--- src/itsb_pkg.sv ---
// Package: types and constants of the interval timer statistics bank.
package itsb_pkg;
  localparam int NumTimers = 16;
  localparam int IdW = 4;
  localparam int TimeW = 32;
  localparam int TotW = 48;
  localparam int CntW = 32;
  localparam int CfgW = 5;
  localparam int DivSteps = TotW;
  localparam int DivCntW = 6;
  localparam int QDepth = 2;

  typedef enum logic [1:0] {
    OpRead = 2'd0, OpStart = 2'd1, OpStop = 2'd2, OpClear = 2'd3
  } op_e;

  typedef enum logic [1:0] {
    StDone = 2'd0, StInvalid = 2'd1, StIdleStop = 2'd2, StRsvd = 2'd3
  } status_e;

  typedef enum logic [1:0] {
    BkIdle, BkDiv, BkOut
  } bk_state_e;

  // Classified item passed from front to back.
  typedef struct packed {
    logic            valid_id;
    op_e             op;
    logic [IdW-1:0]  id;
    logic [TimeW-1:0] ts;
  } cmd_t;

  // Result item.
  typedef struct packed {
    status_e          status;
    logic             running;
    logic [TimeW-1:0] last_elapsed;
    logic [TimeW-1:0] average;
    logic [TimeW-1:0] minimum;
    logic [TimeW-1:0] maximum;
    logic [TotW-1:0]  total;
    logic [CntW-1:0]  sample_count;
  } res_t;
endpackage

--- src/itsb_front.sv ---
// Front: classify items against the timers-in-use register and queue them.
module itsb_front (
  input  logic                        clk_i,
  input  logic                        rst_ni,
  input  logic                        push,
  output logic                        full,
  input  logic [1:0]                  op_i,
  input  logic [itsb_pkg::IdW-1:0]    id_i,
  input  logic [itsb_pkg::TimeW-1:0]  ts_i,
  input  logic [itsb_pkg::CfgW-1:0]   limit_i,
  output logic                        cmd_valid_o,
  input  logic                        cmd_take_i,
  output itsb_pkg::cmd_t              cmd_o
);
  itsb_pkg::cmd_t q_mem [itsb_pkg::QDepth];
  logic wp_q, rp_q;
  logic [1:0] cnt_q;
  logic wr, rd;
  itsb_pkg::cmd_t c;

  assign full = (cnt_q == 2'(itsb_pkg::QDepth));
  assign wr = push && !full;
  assign rd = cmd_take_i && cmd_valid_o;
  assign cmd_valid_o = (cnt_q != 2'd0);
  assign cmd_o = q_mem[rp_q];

  always_comb begin
    c.op = itsb_pkg::op_e'(op_i);
    c.id = id_i;
    c.ts = ts_i;
    // Values above the bank size act as the bank size; the 4-bit id is always below it.
    c.valid_id = ({1'b0, id_i} < limit_i);
  end

  always_ff @(posedge clk_i) begin
    if (wr) q_mem[wp_q] <= c;
  end

  always_ff @(posedge clk_i or negedge rst_ni) begin
    if (!rst_ni) begin
      wp_q <= 1'b0;
      rp_q <= 1'b0;
      cnt_q <= 2'd0;
    end else begin
      if (wr) wp_q <= ~wp_q;
      if (rd) rp_q <= ~rp_q;
      cnt_q <= cnt_q + 2'(wr) - 2'(rd);
    end
  end
endmodule

--- config.mk ---
export PLATFORM = sky130hd
export DESIGN_NAME = itsb_front
export DESIGN_NICKNAME = d
export VERILOG_FILES = /design/src/itsb_pkg.sv /design/src/itsb_front.sv
export SDC_FILE = /design/constraint.sdc
export NUM_CORES = 1
export LEC_CHECK = 0
export BUFFER_PORTS_ARGS = -buffer_cell sky130_fd_sc_hd__buf_2
export CORE_ASPECT_RATIO = 0.8
export CORE_MARGIN = 3
export CORE_UTILIZATION = 55
export CTS_CLUSTER_SIZE = 40
export DETAILED_ROUTE_END_ITERATION = 12
export PLACE_DENSITY = 0.84
export SLEW_MARGIN = 20
export SYNTH_ARGS = -nofsm -noshare
export SYNTH_HDL_FRONTEND = slang
export SYNTH_SLANG_ARGS = --single-unit
export TNS_END_PERCENT = 10
--- constraint.sdc ---
create_clock -name clk_i -period 4.3 [get_ports clk_i]
set_input_delay 0.645 -clock clk_i [delete_from_list [all_inputs] [get_ports clk_i]]
set_output_delay 0.645 -clock clk_i [all_outputs]
set_load 0.005 [all_outputs]
Word-level counts from Yosys, hierarchy flattened

Memories as Yosys holds them, arrays and structs flattened.
Cells that the tools add are included.

Register bits after elaboration: 4
Latch bits: 0
Memory bits (writable): 78
Bits in read-only memories: 0
Input port bits: 47
Memories kept: 1

Memory list:

| memory | words | bits a word | rd ports | clocked after memory_dff | wr ports | line             | text |
|---|---|---|---|---|---|---|---|
| q_mem  | 2     | 39          | 1        | 0                        | 1        | itsb_front.sv:15 | `itsb_pkg::cmd_t q_mem [itsb_pkg::QDepth];` |

Add/subtract/negate cells: 2
$mul: 0
Divide/modulo/power cells: 0
$lt $le $gt $ge: 1
Equality and inequality tests: 1
Shift operators: 0
Multiplexer cells: 2
Bitwise logic cells: 2
Reductions and logical operators: 4

Operator list:

| cell               | number |
|---|---|
| $lt 4x5->1         | 1 |
| $add 2x1->2        | 1 |
| $eq 2x2->1 const B | 1 |
| $logic_and 1x1->1  | 2 |
| $mux 1             | 2 |
| $not 1->1          | 2 |
| $reduce_bool 2->1  | 1 |
| $sub 2x1->2        | 1 |
| $logic_not 1->1    | 1 |

Logic depth before layout (Yosys ltp)

Word-level depth: 5
Gate-level depth with buffers: 7
Depth with buffers taken out: 7

Worst setup path before layout

Ideal clock, no wire load.

Kind: in2reg
Start point: in push
End point: mem q_mem[0][0] in the netlist's numbering (enable)
Setup time: 0.435 ns
Arrival time: 2.383 ns
Data required time: 3.865 ns
Setup slack: 1.482 ns
Cell stages on the path: 2
Path buffers: 0
Cells stage by stage: nand2_1 -> nor2_1

Word-level cells in the longest chain between the ends: 3

RTL lines:

| item                         | line             | text |
|---|---|---|
| start, declared              | itsb_front.sv:5  | `input logic push,` |
| $logic_and 1x1->1            | itsb_front.sv:22 | `assign wr = push && !full;` |
| $mux 1                       | itsb_front.sv:36 | `if (wr) q_mem[wp_q] <= c;` |
| $mux 1 (not written as such) | itsb_front.sv:36 |  |
| end, declared                | itsb_front.sv:15 |  |

No other way between the ends.

==> results.py <==
metrics = {
    "status": {
        "status": "completed",
    },
    "layout": {
        "nNetsFinal": 298,
        "syn_to_final_growth_pct": 22.4,
        "diodes": 0,
        "instances_no_fill": 325,
        "drive_gt1_frac": 0.572,
    },
    "synth": {
        "yosysTopAreaCell": "edfxtp_1",
        "avgSynthCellArea_um2": 20.6,
        "synth_xor_area_frac": 0.0113,
        "synth-seq-cells": 82,
        "yosysSeqAreaShare": 0.786,
        "yosysWarnings": 0,
        "synth_top_family_by_area": "multiplexers",
        "yosysMostFrequentCell": "edfxtp_1",
        "synth-simple-area-share": 0.0173,
        "synthTopCellsByArea": "edfxtp_1, mux2_2, dfrtp_1, ha_1, buf_6",
        "synth_common_cells": "edfxtp_1, mux2_2, ha_1, inv_1",
        "synthMuxAreaShare": 0.141,
        "synth_cells": 151,
        "synth_ff_type": "edfxtp_1",
        "syn_area_mm2": 0.00311,
        "synthDominantCellAreaShare": 0.753,
        "syn-num-nets": 203,
        "synth_edf_count": 78,
        "synth_cell_type_count": 17,
        "synthAdderAreaFrac": 0.0201,
        "synth_compound_area_frac": 0.00402,
        "synth_async_sr_flop_share": 0.0488,
    },
    "worst_setup_path": {
        "path_buf_inv": 1,
        "critPathKind": "register to primary output",
        "startpoint": "rp_q",
        "worstPathCellList": "mux2_2 > buf_2",
        "start_kind": "register",
        "ff2ff_path_depth": 4,
        "crit_fanout": 40,
        "rr_endpoint": "q_mem[0][11]",
        "worst_r2r_startpoint": "cnt_q[1]",
        "crit_end": "cmd_o[2]",
        "cpPeakStageDelay_ns": 0.94,
        "cp.arrival_ns": 1.85,
        "worstPathRequired_ns": 3.65,
        "critical-path-top-delay-family": "flip-flops",
        "cp_num_cells": 2,
        "cp-end-kind": "primary output",
        "critPathSlowestCell": "dfrtp_2",
        "reg2reg_slack_ns": 2.55,
    },
    "power_and_ir_drop": {
        "p_per_area_mw_per_mm2": 614,
        "p_leak_nw": 1.48,
        "vdd_drop_max_mv": 0.371,
    },
    "clocking": {
        "clk_latency_ns": 0.34,
        "cts.htree.levels": 3,
        "clock_sinks": 82,
        "postCtsResizedCells": 0,
        "cts_root_buffer": "clkbuf_8",
        "clock_path_buffers": 2,
        "ctsHoldBuffers": 0,
        "cts_buffers": 9,
        "cts_tree": "done",
        "cts_setup_buffers": 0,
        "clk_pin_slew_ns": 0.07,
    },
    "placement": {
        "portBuffers": 87,
        "place_inst": 309,
        "globalplace.congestion": 0.690,
        "dp_hpwl_um": 3180,
    },
    "sta": {
        "rsz0062_at_grt": "no",
        "fin_crit_ns": 2.50,
        "slew_headroom": 0.386,
        "drv_slew": 0,
        "tns_ns": 0,
        "min_period_over_period": 0.580,
        "finalSetupViolations": 0,
        "hold_viol_final": 0,
        "final.setup_skew_ns": 0.00333,
        "worst_pin_slew_ns": 0.920,
        "fmax_mhz": 401,
    },
    "drt": {
        "drc": 0,
        "drt_pass1_iterations": 4,
        "wl_per_cell_um": 15.1,
        "drt-initial-drc-count": 53,
        "vias_per_cell": 4.92,
        "postRouteAntennaNets": 0,
        "drt-total-wl_um": 4910,
        "vias": 1598,
    },
    "job": {
        "max_cap_viol_count": 0,
    },
    "grt": {
        "grt_usage": 0.161,
        "grt_max_degree": 41,
        "grt_pass1_wl_um": 7820,
        "antenna_found_initial": 0,
        "grt_pass1_vias": 1635,
        "grt_overflow_total": 0,
    },
    "floorplanning": {
        "die_x_um": 90.1,
        "die_y_um": 73.3,
        "initial_core_util": 0.594,
        "row_count": 23,
        "ios": 88,
        "coreArea_mm2": 0.00524,
        "fp.dieArea_mm2": 0.00660,
    },
    "hold_path": {
        "hold_path.class": "input port to async pin",
    },
}
## worst reg2reg max path: stages, from the launching register on
cell and delay, ns:
dfrtp_1 0.41, nand2b_1 0.12, nand2_1 0.14, nor2_4 0.54, buf_16 0.24
## layer usage
layer	wire length, um	part of all wire	GRT usage	vias up
li1	-	-	-	772
met1	2070	0.42	0.196	752
met2	2300	0.47	0.252	71
met3	533	0.11	0.0921	3
met4	10	0.0020	0.0407	0
met5	0	0	0	-
## flip-flops by register name (all words and copies together) (netlist names)
| register | flops |
|---|---|
| rp_q | 1 |
| cnt_q | 2 |
| q_mem | 78 |
| wp_q | 1 |
## how the worst min path moves through the flow
stage	slack [ns]	cells after the start	end	from
after global placement	0.46	1	wp_q	rst_ni
after floorplan	0.35	0	cnt_q[0]	rst_ni
after global routing	0.08	1	cnt_q[0]	rst_ni
after detailed placement	0.46	1	cnt_q[1]	rst_ni
after CTS	0.09	1	wp_q	rst_ni
final	0.10	1	wp_q	rst_ni
## kinds of logic (layout without fill, tap and decap cells)
kind of cell,after synthesis,count (layout)
adders and majority gates,5,5
xor gates and xnor gates,4,4
DFF,82,82
and+or+nand+nor,10,10
muxes,39,39
AOI/OAI and AO/OA,2,2
buffers and inverters,9,108
## area by class of cell
class / count / area [um^2]
Inverter: 5 / 18.8
Sequential cell: 82 / 2440
Clock buffer: 11 / 131
Multi-Input combinational cell: 60 / 612
Clock inverter: 4 / 43.8
Fill cell: 366 / 1430
Timing Repair Buffer: 88 / 463
Tap cell: 75 / 93.8
## report_power, final
group | switching (mW) | internal (mW) | total (mW)
clock | 0.238 | 0.261 | 0.500
combinational | 0.270 | 0.357 | 0.627
sequential | 0.115 | 1.10 | 1.21
total | 0.624 | 1.71 | 2.34
## metrics by stage
step / power (mW) / util / area (um^2) / hold WS (ns) / setup WS (ns)
floorplan: 1.61 / - / 3110 / 0.349 / 1.48
global placement: 1.84 / 0.688 / 3600 / 0.457 / 2.12
detailed placement: 1.85 / 0.688 / 3600 / 0.457 / 2.11
CTS: 2.35 / 0.721 / 3780 / 0.0892 / 1.77
global route: 2.48 / 0.727 / 3810 / 0.0794 / 1.65
finish: 2.34 / 0.727 / 3810 / 0.101 / 1.80
## layout by cell type (no fill, tap or decap), types with 2 or more instances in the layout
master,Yosys,routed
xnor2_1,3,3
clkbuf_8,0,9
buf_2,0,87
inv_1,5,5
mux2_2,39,39
clkbuf_1,0,2
edfxtp_1,78,78
ha_1,5,5
nor2_1,4,3
dfrtp_1,4,3
clkinv_2,0,2
(Power assumes the default switching activity.)
